[src/cpualu_pkg.sv]
`default_nettype none

package cpualu_pkg;

    // Operation codes carried on the command field.
    typedef enum logic [4:0] {
        CMD_ADD    = 5'd0,
        CMD_ADC    = 5'd1,
        CMD_SUB    = 5'd2,
        CMD_SBC    = 5'd3,
        CMD_AND    = 5'd4,
        CMD_OR     = 5'd5,
        CMD_XOR    = 5'd6,
        CMD_INC    = 5'd7,
        CMD_DEC    = 5'd8,
        CMD_RLC    = 5'd9,
        CMD_RL     = 5'd10,
        CMD_RRC    = 5'd11,
        CMD_RR     = 5'd12,
        CMD_SLA    = 5'd13,
        CMD_SRA    = 5'd14,
        CMD_SRL    = 5'd15,
        CMD_SWAP   = 5'd16,
        CMD_BIT    = 5'd17,
        CMD_SET    = 5'd18,
        CMD_RES    = 5'd19,
        CMD_ADD16  = 5'd20,
        CMD_ADDOFS = 5'd21
    } t_cmd;

    // Flag word layout.
    typedef struct packed {
        logic z;
        logic n;
        logic h;
        logic c;
    } t_flags;

    // One operation beat as it travels from the input register to the ALU.
    typedef struct packed {
        t_cmd        cmd;
        logic [15:0] a;
        logic [15:0] b;
        logic [2:0]  idx;
        t_flags      flags;
    } t_alu_req;

endpackage

`default_nettype wire

[src/cpualu_core.sv]
`default_nettype none

module cpualu_core (
    input  cpualu_pkg::t_alu_req i_req,
    output logic [15:0]          o_result,
    output cpualu_pkg::t_flags   o_flags
);
    import cpualu_pkg::*;

    logic [7:0]  a;
    logic [7:0]  b;
    logic        cin;
    logic        use_c;
    logic        tc;
    logic [8:0]  sum8;
    logic [4:0]  sum4;
    logic [8:0]  dif8;
    logic [4:0]  dif4;
    logic [7:0]  mask;
    logic [16:0] sum16;
    logic [12:0] sum12;
    logic [15:0] ofs;
    logic [7:0]  r8;
    logic        z8;

    // Shared adders for the 8-bit and 16-bit arithmetic.
    always_comb begin
        a     = i_req.a[7:0];
        b     = i_req.b[7:0];
        cin   = i_req.flags.c;
        use_c = (i_req.cmd == CMD_ADC) || (i_req.cmd == CMD_SBC);
        tc    = use_c & cin;
        sum8  = {1'b0, a} + {1'b0, b} + {8'd0, tc};
        sum4  = {1'b0, a[3:0]} + {1'b0, b[3:0]} + {4'd0, tc};
        dif8  = {1'b0, a} - {1'b0, b} - {8'd0, tc};
        dif4  = {1'b0, a[3:0]} - {1'b0, b[3:0]} - {4'd0, tc};
        mask  = 8'd1 << i_req.idx;
        sum16 = {1'b0, i_req.a} + {1'b0, i_req.b};
        sum12 = {1'b0, i_req.a[11:0]} + {1'b0, i_req.b[11:0]};
        ofs   = i_req.a + {{8{b[7]}}, b};
    end

    // Result and flag selection by operation.
    always_comb begin
        r8       = 8'd0;
        o_result = 16'd0;
        o_flags  = i_req.flags;
        unique case (i_req.cmd)
            CMD_ADD, CMD_ADC: begin
                r8      = sum8[7:0];
                o_flags = '{z: 1'b0, n: 1'b0, h: sum4[4], c: sum8[8]};
            end
            CMD_SUB, CMD_SBC: begin
                r8      = dif8[7:0];
                o_flags = '{z: 1'b0, n: 1'b1, h: dif4[4], c: dif8[8]};
            end
            CMD_AND: begin
                r8      = a & b;
                o_flags = '{z: 1'b0, n: 1'b0, h: 1'b1, c: 1'b0};
            end
            CMD_OR: begin
                r8      = a | b;
                o_flags = '{z: 1'b0, n: 1'b0, h: 1'b0, c: 1'b0};
            end
            CMD_XOR: begin
                r8      = a ^ b;
                o_flags = '{z: 1'b0, n: 1'b0, h: 1'b0, c: 1'b0};
            end
            CMD_INC: begin
                r8      = a + 8'd1;
                o_flags = '{z: 1'b0, n: 1'b0, h: (a[3:0] == 4'hF), c: cin};
            end
            CMD_DEC: begin
                r8      = a - 8'd1;
                o_flags = '{z: 1'b0, n: 1'b1, h: (a[3:0] == 4'h0), c: cin};
            end
            CMD_RLC: begin
                r8      = {a[6:0], a[7]};
                o_flags = '{z: 1'b0, n: 1'b0, h: 1'b0, c: a[7]};
            end
            CMD_RL: begin
                r8      = {a[6:0], cin};
                o_flags = '{z: 1'b0, n: 1'b0, h: 1'b0, c: a[7]};
            end
            CMD_RRC: begin
                r8      = {a[0], a[7:1]};
                o_flags = '{z: 1'b0, n: 1'b0, h: 1'b0, c: a[0]};
            end
            CMD_RR: begin
                r8      = {cin, a[7:1]};
                o_flags = '{z: 1'b0, n: 1'b0, h: 1'b0, c: a[0]};
            end
            CMD_SLA: begin
                r8      = {a[6:0], 1'b0};
                o_flags = '{z: 1'b0, n: 1'b0, h: 1'b0, c: a[7]};
            end
            CMD_SRA: begin
                r8      = {a[7], a[7:1]};
                o_flags = '{z: 1'b0, n: 1'b0, h: 1'b0, c: a[0]};
            end
            CMD_SRL: begin
                r8      = {1'b0, a[7:1]};
                o_flags = '{z: 1'b0, n: 1'b0, h: 1'b0, c: a[0]};
            end
            CMD_SWAP: begin
                r8      = {a[3:0], a[7:4]};
                o_flags = '{z: 1'b0, n: 1'b0, h: 1'b0, c: 1'b0};
            end
            CMD_BIT: begin
                r8      = a;
                o_flags = '{z: ~a[i_req.idx], n: 1'b0, h: 1'b1, c: cin};
            end
            CMD_SET: begin
                r8 = a | mask;
            end
            CMD_RES: begin
                r8 = a & ~mask;
            end
            default: begin
                r8 = 8'd0;
            end
        endcase

        // The zero flag of most 8-bit operations comes from the result byte.
        z8 = (r8 == 8'd0);
        unique case (i_req.cmd)
            CMD_BIT, CMD_SET, CMD_RES: begin
                o_result = {8'd0, r8};
            end
            CMD_ADD16: begin
                o_result = sum16[15:0];
                o_flags  = '{z: i_req.flags.z, n: 1'b0, h: sum12[12], c: sum16[16]};
            end
            CMD_ADDOFS: begin
                o_result = ofs;
                o_flags  = '{z: 1'b0, n: 1'b0, h: sum4[4], c: sum8[8]};
            end
            default: begin
                o_result = {8'd0, r8};
                if (i_req.cmd <= CMD_SWAP) begin
                    o_flags.z = z8;
                end
            end
        endcase
    end

endmodule

`default_nettype wire

[src/cpu_alu_with_flags.sv]
// 8-bit CPU ALU with Z, N, H and C flags, plus a 16-bit add and a signed
// offset add. A beat is taken on every clock edge at which start is high;
// busy is always low, so one operation can be issued in every cycle. The
// operands are captured in an input register, the ALU works in one pass of
// combinational logic, and the result register presents the value and the
// new flags with o_done high for exactly one cycle. That cycle starts at the
// first clock edge after the beat was taken, and the result is taken at the
// edge that ends it. The receiver cannot stall the result, and none is
// needed: with one operation per cycle in and out, nothing ever backs up.
// Unused command codes return zero with the flags passed through.
`default_nettype none

module cpu_alu_with_flags (
    input  logic        i_clk,
    input  logic        i_rst_n,
    input  logic        start,
    output logic        busy,
    input  logic [4:0]  i_command,
    input  logic [15:0] i_operand_a,
    input  logic [15:0] i_operand_b,
    input  logic [2:0]  i_bit_index,
    input  logic [3:0]  i_flags_in,
    output logic        o_done,
    output logic [15:0] o_result_value,
    output logic [3:0]  o_flags_out
);
    import cpualu_pkg::*;

    logic        r_in_valid;
    t_alu_req    r_req;
    logic        r_out_valid;
    logic [15:0] r_result;
    t_flags      r_flags;
    logic [15:0] alu_result;
    t_flags      alu_flags;

    // The pipeline never stalls.
    assign busy = 1'b0;

    // Input register.
    always_ff @(posedge i_clk) begin
        if (!i_rst_n) begin
            r_in_valid <= 1'b0;
        end else begin
            r_in_valid <= start & ~busy;
        end
        if (start & ~busy) begin
            r_req.cmd   <= t_cmd'(i_command);
            r_req.a     <= i_operand_a;
            r_req.b     <= i_operand_b;
            r_req.idx   <= i_bit_index;
            r_req.flags <= t_flags'(i_flags_in);
        end
    end

    cpualu_core u_core (
        .i_req    (r_req),
        .o_result (alu_result),
        .o_flags  (alu_flags)
    );

    // Result register.
    always_ff @(posedge i_clk) begin
        if (!i_rst_n) begin
            r_out_valid <= 1'b0;
        end else begin
            r_out_valid <= r_in_valid;
        end
        if (r_in_valid) begin
            r_result <= alu_result;
            r_flags  <= alu_flags;
        end
    end

    assign o_done         = r_out_valid;
    assign o_result_value = r_result;
    assign o_flags_out    = r_flags;

`ifndef SYNTHESIS
    // A result follows every captured beat in the next cycle.
    a_done_follows: assert property (@(posedge i_clk) disable iff (!i_rst_n)
        o_done == $past(r_in_valid))
        else $error("result strobe does not follow the input register");

    // Set and reset of a bit leave all flags as they came in.
    a_setres_flags: assert property (@(posedge i_clk) disable iff (!i_rst_n)
        r_in_valid && (r_req.cmd == CMD_SET || r_req.cmd == CMD_RES)
        |=> o_flags_out == $past(r_req.flags))
        else $error("set or reset changed the flags");

    // Eight-bit operations keep the high byte of the result clear.
    a_high_clear: assert property (@(posedge i_clk) disable iff (!i_rst_n)
        r_in_valid && r_req.cmd != CMD_ADD16 && r_req.cmd != CMD_ADDOFS
        |=> o_result_value[15:8] == 8'd0)
        else $error("high byte set by an eight-bit operation");
`endif

endmodule

`default_nettype wire
[config.mk]
export PLATFORM = sky130hd
export DESIGN_NAME = cpu_alu_with_flags
export DESIGN_NICKNAME = d
export VERILOG_FILES = /design/src/cpualu_pkg.sv /design/src/cpualu_core.sv /design/src/cpu_alu_with_flags.sv
export SDC_FILE = /design/constraint.sdc
export NUM_CORES = 1
export LEC_CHECK = 0
export BUFFER_PORTS_ARGS = -buffer_cell sky130_fd_sc_hd__buf_2
export CORE_ASPECT_RATIO = 1.4
export CORE_MARGIN = 10
export CORE_UTILIZATION = 61
export CTS_CLUSTER_SIZE = 25
export DETAILED_ROUTE_END_ITERATION = 12
export GPL_TIMING_DRIVEN = 0
export HOLD_SLACK_MARGIN = 0.06
export PLACE_DENSITY = 0.92
export SLEW_MARGIN = 20
export SYNTH_ARGS = -nofsm -noshare
export SYNTH_HDL_FRONTEND = slang
export SYNTH_SLANG_ARGS = --single-unit
[constraint.sdc]
create_clock -name i_clk -period 4.9 [get_ports i_clk]
set_input_delay 0.98 -clock i_clk [delete_from_list [all_inputs] [get_ports i_clk]]
set_output_delay 0.98 -clock i_clk [all_outputs]
set_load 0.02 [all_outputs]
==> flow_summary.ini, run 1 <==
[cts]
cts_tree = yes
clk_pin_slew_worst_paths_ns = 0.07
clk_latency_ns = 0.35
cts_buffers = 9
cts_hold_buf = 0
cts-root-buf = clkbuf_16
post_cts_resized = 0
cts_num_sinks = 66
post-cts-setup-buffer-count = 0
htreeDepth = 3
cts_max_path_buffers = 2

[yosys]
synth_area_per_cell_um2 = 9.85
ys_seq_area_share_pct = 35.7
syn_nets = 654
ys_top_cells_by_count = 64 x edfxtp_1, 43 x ha_1, 37 x a21oi_1, 29 x inv_1, 29 x nand2_1
synth_area_um2 = 5500
async_flop_share_pct = 0
synth_edf_count = 64
synth_largest_area_cell = edfxtp_1
yosysMostFrequentCell = edfxtp_1
synth_cell_types = 85
synth_top_area_share_pct = 35.0
synth_warnings = 0
synth_ff_type = edfxtp_1
ys_top_cells_by_area = edfxtp_1 35%, ha_1 9.8%, xnor2_1 4.3%
synth-seq-cells = 66
syn_inst = 558

[critical_path]
crit_buf_inv = 1
crit_path_frequent_cell = fa_1
r2r_slack_ns = 0.31
worstSetupPathType = reg2reg
critical-path-top-delay-family = simple AND/OR/NAND/NOR gates
r2r_end = o_flags_out[3]
critPathLaunch = r_req[43]
r2r_cells = 12
setup.worst_path.end_class = flop
cp_data_required_time_ns = 5.11
slowest_stage = a2111oi_1
r2r_start = r_req[43]
path_cells = buf_2, nor2b_1, nand3_1, fa_1, fa_1, mux2i_1, xnor2_1, o2111ai_1, a2111oi_1, nand4_1, nor4bb_1, a41o_1
cp.arrival_ns = 4.80
critPathMaxStageDelay_ns = 0.79
cp_max_fo = 10
crit_path_start_kind = flop

[global_route]
grt_max_degree = 46
grt_use_met2_pct = 49.2
overflow = 0
grtUsageMet1_pct = 31.3
grt_pass1_vias = 5366
grt_pass1_wl_um = 30000
use_met3_pct = 6.24
antenna_found_initial = 0
grt.busiest_layer = met2
track_usage_pct = 28.9

[floorplan]
num_rows = 40
die_height_um = 132
die_w_um = 100
core_area_um2 = 8710
num_io_pins = 69
start_util_pct = 63.1
die-area_um2 = 13300

[placement]
port-buffer-count = 67
gp_congestion = 1.06
dpl_cell_area_um2 = 5970
hpwl_um = 14400

[timing]
min_period_over_period_pct = 93.8
hold_viol_final = 0
setup_tns_ns = 0
worst_pin_slew_ns = 1.05
slew_violations = 0
clock_skew_ns = 0.0114
fmax_ghz = 0.218
grt_setup_unrepaired = false
period_needed_ns = 4.59
setup_viol = 0
relSlewSlack_pct = 29.7

[route]
vias = 5227
drtIter0Drc = 595
dr.pass1.iters = 5
routed_wirelength_um = 19300
via_per_inst = 7.01
drc = 0
ant_nets = 0
wl_per_cell_um = 25.8

[power]
ir_worst_vdd_v = 0.000329
comb_power_share_pct = 33.1
p_per_area_nw_per_um2 = 341
seqPwrFrac_pct = 33.8
p_leak_uw = 0.00252
p_sw_share_pct = 34.7
p_int_uw = 1400
clockPowerShare_pct = 33.1
p_switching_uw = 744

[finish]
fill_cells = 637
multi_input_area_um2 = 3240
finalNetCount = 732
seq_area_um2 = 1960
drive_above_1_share_pct = 19.8
num_antenna_cells = 0
area.growth.synth_to_final_pct = 14.5
final_area_um2 = 6290

[outcome]
status = finished clean

[min_path]
hp-start = r_req[2]
whs_endpoint = o_flags_out[2]
hp-class = reg2reg
hold_depth = 2

[job]
cap_violations = 0
## through the flow
stage               hold slack (ns)  power [uW]  cells  util (%)  worst slack [ns]
finish                        0.635        2150    746      72.3             0.305
CTS                           0.631        2120    746      72.2             0.478
detailed placement            0.607        1410    730      68.5             0.607
global route                  0.707        2220    746      72.3             0.231
global placement              0.606        1380    730      68.5             0.386
floorplan                     0.565        1200    558         -              1.51
## how the worst max path moves through the flow
stage / endpoint / slack, ns / cells after the start
6_report: o_flags_out[3] / 0.31 / 12
4_1_cts: o_flags_out[3] / 0.48 / 12
3_3_place_gp: o_flags_out[3] / 0.39 / 10
3_5_place_dp: o_flags_out[3] / 0.61 / 12
2_1_floorplan: o_flags_out[0] / 1.51 / 13
5_1_grt: o_flags_out[3] / 0.23 / 12
## cell families (layout without fill, tap and decap cells)
kind of cell               Yosys count  after routing  synth area share [%]
and+or+nand+nor                    174            174                  17.6
adders and majority gates           49             49                  12.0
muxes                                8              8                  2.00
buffers and inverters               57            140                  5.46
DFF                                 66             66                  35.7
AOI/OAI and AO/OA                  162            162                  20.7
other                                1              1                0.0682
xor gates and xnor gates            41             41                  6.53
## routing by layer
| metal | routed length, um | vias up |
|---|---|---|
| met3 | 1580 | 92 |
| met1 | 6690 | 2476 |
| li1 | - | 2284 |
| met2 | 9760 | 375 |
| met5 | 0 | - |
| met4 | 1230 | 0 |
## registers in the layout, indices dropped and copies added (netlist names)
| register | cells |
|---|---|
| o_done | 1 |
| o_flags_out | 4 |
| o_result_value | 16 |
| r_in_valid | 1 |
| r_req | 44 |
## worst min-delay path: stages, from the launching register on
cell      delay, ns
edfxtp_1       0.32
nand2_1        0.06
o32ai_1        0.12
## power groups by stage
stage          Clock (uW)  Sequential, uW  Combinational, uW
2_1_floorplan           0             737                466
3_3_place_gp            0             731                652
3_5_place_dp            0             733                676
4_1_cts               707             722                686
5_1_grt               731             729                761
6_report              711             724                710
## cells in the final DEF, fill, tap and decap left out, types with 6 or more instances in the layout
master	n
ha_1	43
edfxtp_1	64
buf_2	77
o211ai_1	6
nor3_1	18
inv_1	29
o21ai_0	26
and2_1	7
xor2_1	14
clkbuf_16	9
nor3b_1	6
clkbuf_1	6
nand2_1	29
o21bai_1	7
nand3_1	23
nor2b_1	12
a21o_1	10
nand2b_1	7
nand4_1	9
xnor2_1	27
fa_1	6
nor2_1	28
a21oi_1	37
o22ai_1	9
## layout make-up
cell class / instances / area share, %
Tap cell: 105 / 2.09
Inverter: 29 / 1.73
Sequential cell: 66 / 31.2
Buffer: 28 / 3.04
Clock inverter: 7 / 1.49
Multi-Input combinational cell: 435 / 51.6
Clock buffer: 9 / 3.58
Timing Repair Buffer: 67 / 5.33
Note: power is estimated with default switching activity, not from simulation.
==> run 2, diff against run 1 <==
--- a/config.mk
+++ b/config.mk
@@ -7,13 +7,12 @@
 export LEC_CHECK = 0
 export BUFFER_PORTS_ARGS = -buffer_cell sky130_fd_sc_hd__buf_2
 export CORE_ASPECT_RATIO = 1.4
-export CORE_MARGIN = 10
 export CORE_UTILIZATION = 61
 export CTS_CLUSTER_SIZE = 25
 export DETAILED_ROUTE_END_ITERATION = 12
 export GPL_TIMING_DRIVEN = 0
 export HOLD_SLACK_MARGIN = 0.06
-export PLACE_DENSITY = 0.92
+export PLACE_DENSITY = 0.93
 export SLEW_MARGIN = 20
 export SYNTH_ARGS = -nofsm -noshare
 export SYNTH_HDL_FRONTEND = slang
==> run 2 against run 1 <==
  * Non-clock buffer count up 1
  * Clock skew shrank 0.0029 ns
  * Cell area decreased by 0.20%
  * Worst hold slack got worse by 0.012 ns
  * Combinational power decreased by 0.7%
  * Via count fell by 0.21%
  * Die area is 29% lower
  * Maximum frequency is 2.8% higher
==> flow_summary.ini, run 2 (same netlist as run 1, synthesis figures left out) <==
[finish]
regMostFlops = r_req
num_antenna_cells = 0
fin_cells = 747
layout_common_cells = 77 x buf_2, 64 x edfxtp_1, 43 x ha_1
final_area_um2 = 6280
largest_reg_flops = 44
finalNetCount = 733
drive_above_1_share_pct = 20.1
mostFrequentLayoutCell = buf_2
area.growth.synth_to_final_pct = 14.3

[floorplan]
start_util_pct = 63.5
die_height_um = 114
num_io_pins = 69
num_rows = 40
die-area_um2 = 9400
die_w_um = 82.2
core_area_um2 = 8660

[timing]
grt_setup_unrepaired = false
hold_viol_final = 0
worst_pin_slew_ns = 1.01
relSlewSlack_pct = 32.5
setup_tns_ns = 0
whs_ns = 0.623
slew_violations = 0
setup_viol = 0
min_period_over_period_pct = 91.2
fmax_ghz = 0.224
period_needed_ns = 4.47
clock_skew_ns = 0.00845

[route]
dr.pass1.iters = 8
route.met3.wl_um = 1790
via_per_inst = 6.98
routed_wirelength_um = 18300
wl_per_cell_um = 24.6
vias = 5216
top_layer = met4
drtIter0Drc = 600
wl_met1_um = 6190
met2WireLength_um = 8820
ant_nets = 0
drc = 0

[power]
p_per_area_nw_per_um2 = 331
p_leak_uw = 0.00252
p_total_uw = 2080
ir_worst_vdd_v = 0.000269

[critical_path]
worstSetupPathType = reg2reg
cp_max_fo = 10
setup.worst_path.end_class = flop
crit_path_start_kind = flop
cp_data_required_time_ns = 5.09
cp.arrival_ns = 4.66

[cts]
cts_buffers = 9
cts_hold_buf = 0
cts-root-buf = clkbuf_16
clk_latency_ns = 0.34
post-cts-setup-buffer-count = 0
post_cts_resized = 0
clk_pin_slew_worst_paths_ns = 0.06
cts_tree = yes
cts_max_path_buffers = 2
htreeDepth = 3
cts_num_sinks = 66

[placement]
placed_cells = 731
port-buffer-count = 67
gp_congestion = 1.02
dpl_cell_area_um2 = 5970
hpwl_um = 13500

[global_route]
grt_pass1_wl_um = 28200
antenna_found_initial = 0
track_usage_pct = 42.0
overflow = 0
grt_max_degree = 46
grt_pass1_vias = 5314

[min_path]
hp-class = reg2reg

[outcome]
status = finished clean

[job]
cap_violations = 0
## run 2: metal layers
| layer | vias to the layer above | track usage [%] |
|---|---|---|
| li1 | 2287 | - |
| met2 | 334 | 66.9 |
| met4 | 0 | 32.0 |
| met3 | 109 | 12.4 |
| met5 | - | 0 |
| met1 | 2486 | 45.9 |
## run 2: cell type report
| type | instances | area [um2] |
|---|---|---|
| clock buffer | 9 | 225 |
| inverter | 29 | 109 |
| multi-input combinational | 435 | 3250 |
| sequential | 66 | 1960 |
| timing repair buffer | 68 | 343 |
| fill | 647 | 2380 |
| clock inverter | 7 | 68.8 |
| tap | 105 | 131 |
| buffer | 28 | 191 |
## run 2: worst paths after layout
| check | depth (start not counted) | slack [ns] | start | endpoint |
|---|---|---|---|---|
| worst max-delay path | 12 | 0.43 | r_req[43] | o_flags_out[3] |
| worst min-delay path | 2 | 0.62 | r_req[2] | o_flags_out[2] |
| worst max register to register | 12 | 0.43 | r_req[43] | o_flags_out[3] |
| worst min register to register | 2 | 0.62 | r_req[2] | o_flags_out[2] |
## run 2: metrics by stage
step	util [%]	worst slack [ns]
detailed placement	69.0	0.624
global placement	68.9	0.164
floorplan	-	1.51
finish	72.5	0.430
global route	72.5	0.146
CTS	72.4	0.584
## run 2: power by group
part           switching [uW]  internal, uW  total, uW
sequential               46.5           678        724
combinational             424           281        705
clock                     259           393        652
total                     730          1350       2080
## run 2: worst max-delay path, stage by stage, from the launching register on
cell and delay (ns):
edfxtp_1 0.41, buf_2 0.21, nor2b_1 0.40, nand3_1 0.24
fa_1 0.48, fa_1 0.40, mux2i_1 0.18, xnor2_1 0.26
o2111ai_1 0.18, a2111oi_2 0.76, nand4_1 0.16, nor4bb_1 0.40
a41o_1 0.25
